--- src/rlsu_pkg.sv ---
package rlsu_pkg;

  typedef enum logic [1:0] {
    FUNC_PUSH    = 2'd0,
    FUNC_POP     = 2'd1,
    FUNC_REVERSE = 2'd2
  } func_e;

  typedef struct packed {
    logic load;
    logic step;
  } ptr_cmd_t;

endpackage

--- src/rlsu_mem.sv ---
module rlsu_mem #(
  parameter int unsigned DEPTH      = 64,
  parameter int unsigned DATA_WIDTH = 32,
  localparam int unsigned AW        = $clog2(DEPTH)
) (
  input  logic                  clk_i,
  input  logic                  we_i,
  input  logic [AW-1:0]         waddr_i,
  input  logic [DATA_WIDTH-1:0] wdata_i,
  input  logic [AW-1:0]         raddr_i,
  output logic [DATA_WIDTH-1:0] rdata_o
);

  logic [DATA_WIDTH-1:0] mem [DEPTH];
  logic [DATA_WIDTH-1:0] rdata_q;

  always_ff @(posedge clk_i) begin
    if (we_i) begin
      mem[waddr_i] <= wdata_i;
    end
    rdata_q <= mem[raddr_i];
  end

  assign rdata_o = rdata_q;

endmodule

--- src/rlsu_ptr.sv ---
module rlsu_ptr #(
  parameter int unsigned DEPTH = 64,
  localparam int unsigned AW   = $clog2(DEPTH)
) (
  input  logic              clk_i,
  input  logic              rst_ni,
  input  rlsu_pkg::ptr_cmd_t cmd_i,
  input  logic [AW-1:0]     last_i,
  output logic [AW-1:0]     lo_o,
  output logic [AW-1:0]     hi_o,
  output logic              more_o
);

  logic [AW-1:0] lo_q, lo_d;
  logic [AW-1:0] hi_q, hi_d;

  always_comb begin
    lo_d = lo_q;
    hi_d = hi_q;
    if (cmd_i.load) begin
      lo_d = '0;
      hi_d = last_i;
    end else if (cmd_i.step) begin
      lo_d = lo_q + AW'(1);
      hi_d = hi_q - AW'(1);
    end
  end

  always_ff @(posedge clk_i or negedge rst_ni) begin
    if (!rst_ni) begin
      lo_q <= '0;
      hi_q <= '0;
    end else begin
      lo_q <= lo_d;
      hi_q <= hi_d;
    end
  end

  // Another swap follows the current one when lo + 1 < hi - 1.
  assign more_o = ({1'b0, lo_q} + (AW + 1)'(2)) < {1'b0, hi_q};
  assign lo_o   = lo_q;
  assign hi_o   = hi_q;

endmodule

--- src/reversible_lifo_stack_unit.sv ---
// Bounded LIFO stack of signed words with push, pop and in-place reverse.
// The slave stream carries one operation per transaction: tuser selects the
// operation (push, pop, reverse) and tdata holds the word for a push. Every
// accepted transaction yields exactly one master-stream transaction with the
// new top word (zero when empty), a top-valid flag, the fill level and a flag
// that marks a push rejected because the stack was full. Pops on an empty
// stack and unused operation codes leave the stack unchanged.
// A push, an ignored operation or a pop that empties the stack goes straight
// to the result; any other pop first reads the new top word from the entry
// memory; a reverse of N >= 2 entries walks each swap through read low, read
// high, write low and write high, then reads the new top word, as the entry
// memory has a single read port. The block takes one operation at a time;
// s_axis_tready is high only while the sequencer is idle. The result sits in
// an output register, so a new operation is taken while the previous result
// still waits; if the receiver has not taken it by the time the next result
// is ready, the sequencer holds that result until the register frees.
// Reset empties the stack at once; memory contents are not cleared and are
// never read before being written.
module reversible_lifo_stack_unit #(
  parameter int unsigned DEPTH      = 64,
  parameter int unsigned DATA_WIDTH = 32,
  localparam int unsigned AW        = $clog2(DEPTH),
  localparam int unsigned CW        = $clog2(DEPTH + 1),
  localparam int unsigned IN_W      = ((DATA_WIDTH + 7) / 8) * 8,
  localparam int unsigned OUT_W     = ((DATA_WIDTH + CW + 7) / 8) * 8
) (
  input  logic             clk_i,
  input  logic             rst_ni,
  input  logic             s_axis_tvalid,
  output logic             s_axis_tready,
  input  logic [IN_W-1:0]  s_axis_tdata,   // push_value
  input  logic [1:0]       s_axis_tuser,   // func
  output logic             m_axis_tvalid,
  input  logic             m_axis_tready,
  output logic [OUT_W-1:0] m_axis_tdata,   // top_value, fill_level
  output logic [1:0]       m_axis_tuser    // top_valid, push_dropped
);

  typedef enum logic [7:0] {
    S_IDLE = 8'b0000_0001,
    S_RLO  = 8'b0000_0010,
    S_RHI  = 8'b0000_0100,
    S_WLO  = 8'b0000_1000,
    S_WHI  = 8'b0001_0000,
    S_TRD  = 8'b0010_0000,
    S_TLAT = 8'b0100_0000,
    S_EMIT = 8'b1000_0000
  } state_e;

  state_e state_q, state_d;

  logic [CW-1:0]         count_q, count_d;
  logic [DATA_WIDTH-1:0] top_q, top_d;
  logic                  drop_q, drop_d;
  logic [DATA_WIDTH-1:0] hold_q, hold_d;

  logic                  out_valid_q, out_valid_d;
  logic [DATA_WIDTH-1:0] out_top_q, out_top_d;
  logic [CW-1:0]         out_fill_q, out_fill_d;
  logic                  out_drop_q, out_drop_d;

  logic                  mem_we;
  logic [AW-1:0]         mem_waddr;
  logic [DATA_WIDTH-1:0] mem_wdata;
  logic [AW-1:0]         mem_raddr;
  logic [DATA_WIDTH-1:0] mem_rdata;

  rlsu_pkg::ptr_cmd_t ptr_cmd;
  logic [AW-1:0]      ptr_lo;
  logic [AW-1:0]      ptr_hi;
  logic               ptr_more;

  logic [CW-1:0]         cnt_m1;
  logic [CW-1:0]         cnt_m2;
  logic [DATA_WIDTH-1:0] push_value;
  rlsu_pkg::func_e       func;
  logic                  in_accept;

  assign cnt_m1     = count_q - CW'(1);
  assign cnt_m2     = count_q - CW'(2);
  assign push_value = s_axis_tdata[DATA_WIDTH-1:0];
  assign func       = rlsu_pkg::func_e'(s_axis_tuser);
  assign in_accept  = s_axis_tvalid && s_axis_tready;

  assign s_axis_tready = (state_q == S_IDLE);

  rlsu_mem #(
    .DEPTH      (DEPTH),
    .DATA_WIDTH (DATA_WIDTH)
  ) u_mem (
    .clk_i   (clk_i),
    .we_i    (mem_we),
    .waddr_i (mem_waddr),
    .wdata_i (mem_wdata),
    .raddr_i (mem_raddr),
    .rdata_o (mem_rdata)
  );

  rlsu_ptr #(
    .DEPTH (DEPTH)
  ) u_ptr (
    .clk_i  (clk_i),
    .rst_ni (rst_ni),
    .cmd_i  (ptr_cmd),
    .last_i (cnt_m1[AW-1:0]),
    .lo_o   (ptr_lo),
    .hi_o   (ptr_hi),
    .more_o (ptr_more)
  );

  always_comb begin
    state_d     = state_q;
    count_d     = count_q;
    top_d       = top_q;
    drop_d      = drop_q;
    hold_d      = hold_q;
    out_valid_d = out_valid_q;
    out_top_d   = out_top_q;
    out_fill_d  = out_fill_q;
    out_drop_d  = out_drop_q;
    mem_we      = 1'b0;
    mem_waddr   = count_q[AW-1:0];
    mem_wdata   = push_value;
    mem_raddr   = cnt_m1[AW-1:0];
    ptr_cmd     = '0;

    if (m_axis_tready) begin
      out_valid_d = 1'b0;
    end

    case (state_q)
      S_IDLE: begin
        if (in_accept) begin
          drop_d  = 1'b0;
          state_d = S_EMIT;
          case (func)
            rlsu_pkg::FUNC_PUSH: begin
              if (count_q < CW'(DEPTH)) begin
                mem_we  = 1'b1;
                count_d = count_q + CW'(1);
                top_d   = push_value;
              end else begin
                drop_d = 1'b1;
              end
            end
            rlsu_pkg::FUNC_POP: begin
              if (count_q != '0) begin
                count_d = cnt_m1;
                if (count_q == CW'(1)) begin
                  top_d = '0;
                end else begin
                  mem_raddr = cnt_m2[AW-1:0];
                  state_d   = S_TLAT;
                end
              end
            end
            rlsu_pkg::FUNC_REVERSE: begin
              if (count_q >= CW'(2)) begin
                ptr_cmd.load = 1'b1;
                state_d      = S_RLO;
              end
            end
            default: begin
            end
          endcase
        end
      end
      S_RLO: begin
        mem_raddr = ptr_lo;
        state_d   = S_RHI;
      end
      S_RHI: begin
        mem_raddr = ptr_hi;
        hold_d    = mem_rdata;
        state_d   = S_WLO;
      end
      S_WLO: begin
        mem_we    = 1'b1;
        mem_waddr = ptr_lo;
        mem_wdata = mem_rdata;
        state_d   = S_WHI;
      end
      S_WHI: begin
        mem_we       = 1'b1;
        mem_waddr    = ptr_hi;
        mem_wdata    = hold_q;
        ptr_cmd.step = 1'b1;
        state_d      = ptr_more ? S_RLO : S_TRD;
      end
      S_TRD: begin
        mem_raddr = cnt_m1[AW-1:0];
        state_d   = S_TLAT;
      end
      S_TLAT: begin
        top_d   = mem_rdata;
        state_d = S_EMIT;
      end
      S_EMIT: begin
        if (!out_valid_q || m_axis_tready) begin
          out_valid_d = 1'b1;
          out_top_d   = (count_q != '0) ? top_q : '0;
          out_fill_d  = count_q;
          out_drop_d  = drop_q;
          state_d     = S_IDLE;
        end
      end
      default: begin
        state_d = S_IDLE;
      end
    endcase
  end

  always_ff @(posedge clk_i or negedge rst_ni) begin
    if (!rst_ni) begin
      state_q     <= S_IDLE;
      count_q     <= '0;
      drop_q      <= 1'b0;
      out_valid_q <= 1'b0;
    end else begin
      state_q     <= state_d;
      count_q     <= count_d;
      drop_q      <= drop_d;
      out_valid_q <= out_valid_d;
    end
  end

  always_ff @(posedge clk_i) begin
    top_q      <= top_d;
    hold_q     <= hold_d;
    out_top_q  <= out_top_d;
    out_fill_q <= out_fill_d;
    out_drop_q <= out_drop_d;
  end

  assign m_axis_tvalid = out_valid_q;
  assign m_axis_tdata  = OUT_W'({out_fill_q, out_top_q});
  assign m_axis_tuser  = {out_drop_q, (out_fill_q != '0)};

endmodule

--- config.mk ---
export PLATFORM = sky130hd
export DESIGN_NAME = reversible_lifo_stack_unit
export DESIGN_NICKNAME = d
export VERILOG_FILES = /design/src/rlsu_pkg.sv /design/src/rlsu_mem.sv /design/src/rlsu_ptr.sv /design/src/reversible_lifo_stack_unit.sv
export SDC_FILE = /design/constraint.sdc
export NUM_CORES = 2
export LEC_CHECK = 0
export BUFFER_PORTS_ARGS = -buffer_cell sky130_fd_sc_hd__buf_2
export CAP_MARGIN = 15
export CORE_ASPECT_RATIO = 0.9
export CORE_MARGIN = 5
export CORE_UTILIZATION = 63
export DETAILED_ROUTE_END_ITERATION = 16
export GPL_ROUTABILITY_DRIVEN = 0
export PLACE_DENSITY_LB_ADDON = 0.08
export SLEW_MARGIN = 20
export SYNTH_ARGS = -nofsm -noshare
export SYNTH_HDL_FRONTEND = slang
export SYNTH_SLANG_ARGS = --single-unit
--- constraint.sdc ---
create_clock -name clk_i -period 5.22 [get_ports clk_i]
set_input_delay 0.261 -clock clk_i [delete_from_list [all_inputs] [get_ports clk_i]]
set_output_delay 0.261 -clock clk_i [all_outputs]
set_load 0.02 [all_outputs]
==> results by group <==
Synthesis
  • Syn Nets: 6739
  • Synth cell count leaders: 2152 x edfxtp_1, 1900 x nand2_1, 1175 x nand3_1
  • Complex-gate fraction of the synthesized area: 2.423%
  • Post-Synth XOR/XNOR Area: 0.2190%
  • Mapped Area: 87990 um^2
  • Syn Inst Count: 6682
  • Cell variety after synth: 71
  • Synth warn: 0
  • Cell taking the most area after synthesis: edfxtp_1
  • Post-Synth Simple-Gate Area: 17.17%
  • Synthesized flop and latch total: 2213
  • Count leader, synth: edfxtp_1
  • Top_reg_cell synth: edfxtp_1
  • Synth top area cells: edfxtp_1 73%, nand2_1 8.1%, nand3_1 6.7%
  • Post-synthesis mux area share: 2.793%
  • Sequential element share of the synthesized area: 75.00%
  • Post-synth ARST share: 1.310%
  • Adder-Cell Fraction of Synth Area: 0.2702%
  • Top-area cell type share of the netlist area: 73.44%
  • Largest family of logic cells by synthesized area: simple AND/OR/NAND/NOR gates
  • Number of synthesized flops with an enable pin: 2152
  • Mapped Avg Cell Area: 13.17 um^2

Floorplanning
  • Die Ht: 364.5 um
  • Site Rows: 130
  • # IOs: 82
  • CORE AREA: 139200 um^2
  • Initial Util: 63.20%
  • Die area: 147300 um^2
  • Die width: 403.9 um

Worst setup path
  • Crit path launch type: flop
  • Worst endpoint required time: 5.92 ns
  • Crit Path Category: reg2reg
  • CP Data Arrival Time: 5.71 ns
  • CP endpoint kind: flop
  • Worst r2r src: count_q[3]
  • Critical path launch point: count_q[3]
  • CP Max Fanout: 61

Cells and area
  • Layout cells sized above 1: 10.93%
  • Final core occ: 71.63%
  • Area grow syn2layout: 13.34%
  • Nets: 6917

Power and ir drop
  • Worst VDD drop: 1.175 mV
  • Clock power share: 24.0%
  • Pwr dens: 617.2 nW/um^2
  • Internal Dissipation: 36170 uW
  • Sequential group share of total power: 33.2%
  • Pleak: 0.03445 uW
  • Sw power: 25380 uW
  • Switching Fraction: 41.24%
  • Comb pwr share: 42.8%

Detailed routing
  • Mean number of vias per cell: 6.394
  • Final wirelength: 248100 um
  • DRT iter0 DRCs: 8319
  • Vias: 56880
  • First-pass detailed-route iteration total: 8
  • Post-route ant nets: 0
  • Wirelength per Cell: 27.89 um
  • Post-route DRC: 0

Global routing
  • Vias in the first global route: 54150
  • Largest net degree at the start of global routing: 96
  • GRT overflow: 0
  • Initial antenna violation count: 17
  • First-pass GRT wire length: 361300 um
  • GRT Overall Usage: 33.69%

Flow run
  • Maximum Capacitance Violations: 0

STA
  • Setup Skew: 0.02020 ns
  • Final Hold Viols: 0
  • RSZ-0062 raised after global routing: false
  • F_max: 199.6 MHz
  • Post-route setup TNS: 0 ns
  • Fin crit share: 95.97%
  • Setup violators final: 0
  • Relative slew slack: 16.77%
  • Tightest Pin Transition: 1.249 ns
  • Final Critical Period: 5.010 ns
  • Number of max-slew violations in the final report: 0

CTS
  • CTS buffer count: 210
  • H-tree levels: 4
  • CTS tree: yes
  • Clock latency on the worst-skew pair: 0.82 ns
  • Clock tree buffer depth: 3
  • TritonCTS Sinks: 2213
  • Clk root buf: clkbuf_16
  • Clk pin slew, worst setup/hold paths: 0.06 ns

Worst hold path
  • Worst hold path class: in2async

Outcome
  • Outcome: finished clean

Placement
  • PortBufs: 80
  • Hpwl dp: 140100 um
[critical path: stages, from the launching register on]
cell and delay [ns]:
dfrtp_1 0.57, or4_1 0.74, nor3_1 0.36, or4_1 0.22, o211a_4 0.81, buf_12 0.37
buf_12 0.24, nand3_1 0.09, a31oi_1 0.17, nand4_1 0.76, and4_1 0.50
[metrics by stage]
| stage | cell area, um^2 | setup slack, ns | power (uW) | hold slack [ns] | cells |
|---|---|---|---|---|---|
| after CTS | 99710 | 0.3104 | 61200 | 0.03790 | 8886 |
| after global placement | 92690 | 0.4270 | 46160 | 0.3556 | 8458 |
| final | 99730 | 0.2102 | 61560 | 0.06632 | 8896 |
| after global routing | 99710 | 0.05674 | 64120 | 0.1111 | 8886 |
| after detailed placement | 92690 | 0.3315 | 46530 | 0.3599 | 8458 |
| after floorplan | 87990 | 0.9010 | 36130 | -0.03459 | 6682 |
[placed cells by master, fill, tap and decap left out, types with 6 or more instances in the layout]
cell and instances:
nor2_1 28, nor2b_1 37, or4_1 6, xnor2_1 16, edfxtp_1 2152, inv_6 7, nand2b_1 41, nor2_4 69
nand2_2 22, nand4_1 87, buf_4 194, clkinv_1 53, inv_1 16, buf_2 80, clkbuf_1 50, clkbuf_16 214
nand3_1 1175, dfxtp_1 32, clkinv_2 36, nor3_1 7, mux2i_1 241, a32oi_1 37, bufinv_16 16, ha_1 19
and4_1 32, a22oi_1 37, and3_1 9, nand2_1 1868, nor4_1 7, a21oi_1 34, buf_12 80, o21ai_0 57
xor2_1 6, dfrtp_1 28, diode_2 10, a31oi_1 100, nand2_4 10, dlygate4sd3_1 38
[layer usage]
metal	wire [um]	global-route usage (%)	up-vias	part of all wire, %
li1	-	-	24820	-
met1	96360	48.77	27970	39
met2	108700	49.74	3588	44
met3	31000	8.117	504	12
met4	11930	14.64	12	4.8
met5	82	0	-	0.033
[state kept, by name (all words and copies together), names as in the netlist]
register and flops:
count_q 7, drop_q 1, hold_q 32, m_axis_tvalid 1
out_drop_q 1, out_fill_q 7, out_top_q 32, state_q 8
top_q 32, u_mem.mem 2048, u_mem.rdata_o 32, u_ptr.hi_o 6
u_ptr.lo_o 6
[power groups by stage]
stage               clock, uW  combinational, uW  sequential (uW)
finish                  14800              26300            20500
CTS                     14900              25900            20400
floorplan                   0              15600            20500
detailed placement          0              25700            20800
global route            15700              28000            20500
global placement            0              25400            20800
[what timing repair did]
action                                 in CTS  in global routing
buffers inserted                            0                  0
gates resized for setup                     0                  0
hold buffers                               38                  0
endpoints found under the hold margin      66                  0
[path summary, 6_finish.rpt]
kind                       slack, ns                to  cells after the start
hold / removal                  0.07        count_q[3]                      2
max in group asynchronous       4.65        state_q[5]                      2
setup reg to reg                0.21  u_mem.rdata_o[0]                     10
setup / recovery                0.21  u_mem.rdata_o[0]                     10
hold reg to reg                 0.50         hold_q[9]                      0
min in group clk_i              0.38         top_q[27]                      4
[cell families after synthesis]
family	Yosys count
XOR/XNOR	22
buffers and inverters	442
other	1
AO/OA/AOI/OAI	315
adder cells (fa/ha/maj)	19
flip-flops	2213
AND/OR/NAND/NOR	3425
multiplexers	245
[final cells by class]
type	count	area, um^2
tap	1848	2312
clock buffer	268	5598
multi-input combinational	4027	20870
inverter	16	60.06
sequential	2213	65990
timing repair buffer	392	3839
antenna	10	25.02
clock inverter	122	1041
fill	9068	39500
Power figures use the tool's default switching activity.
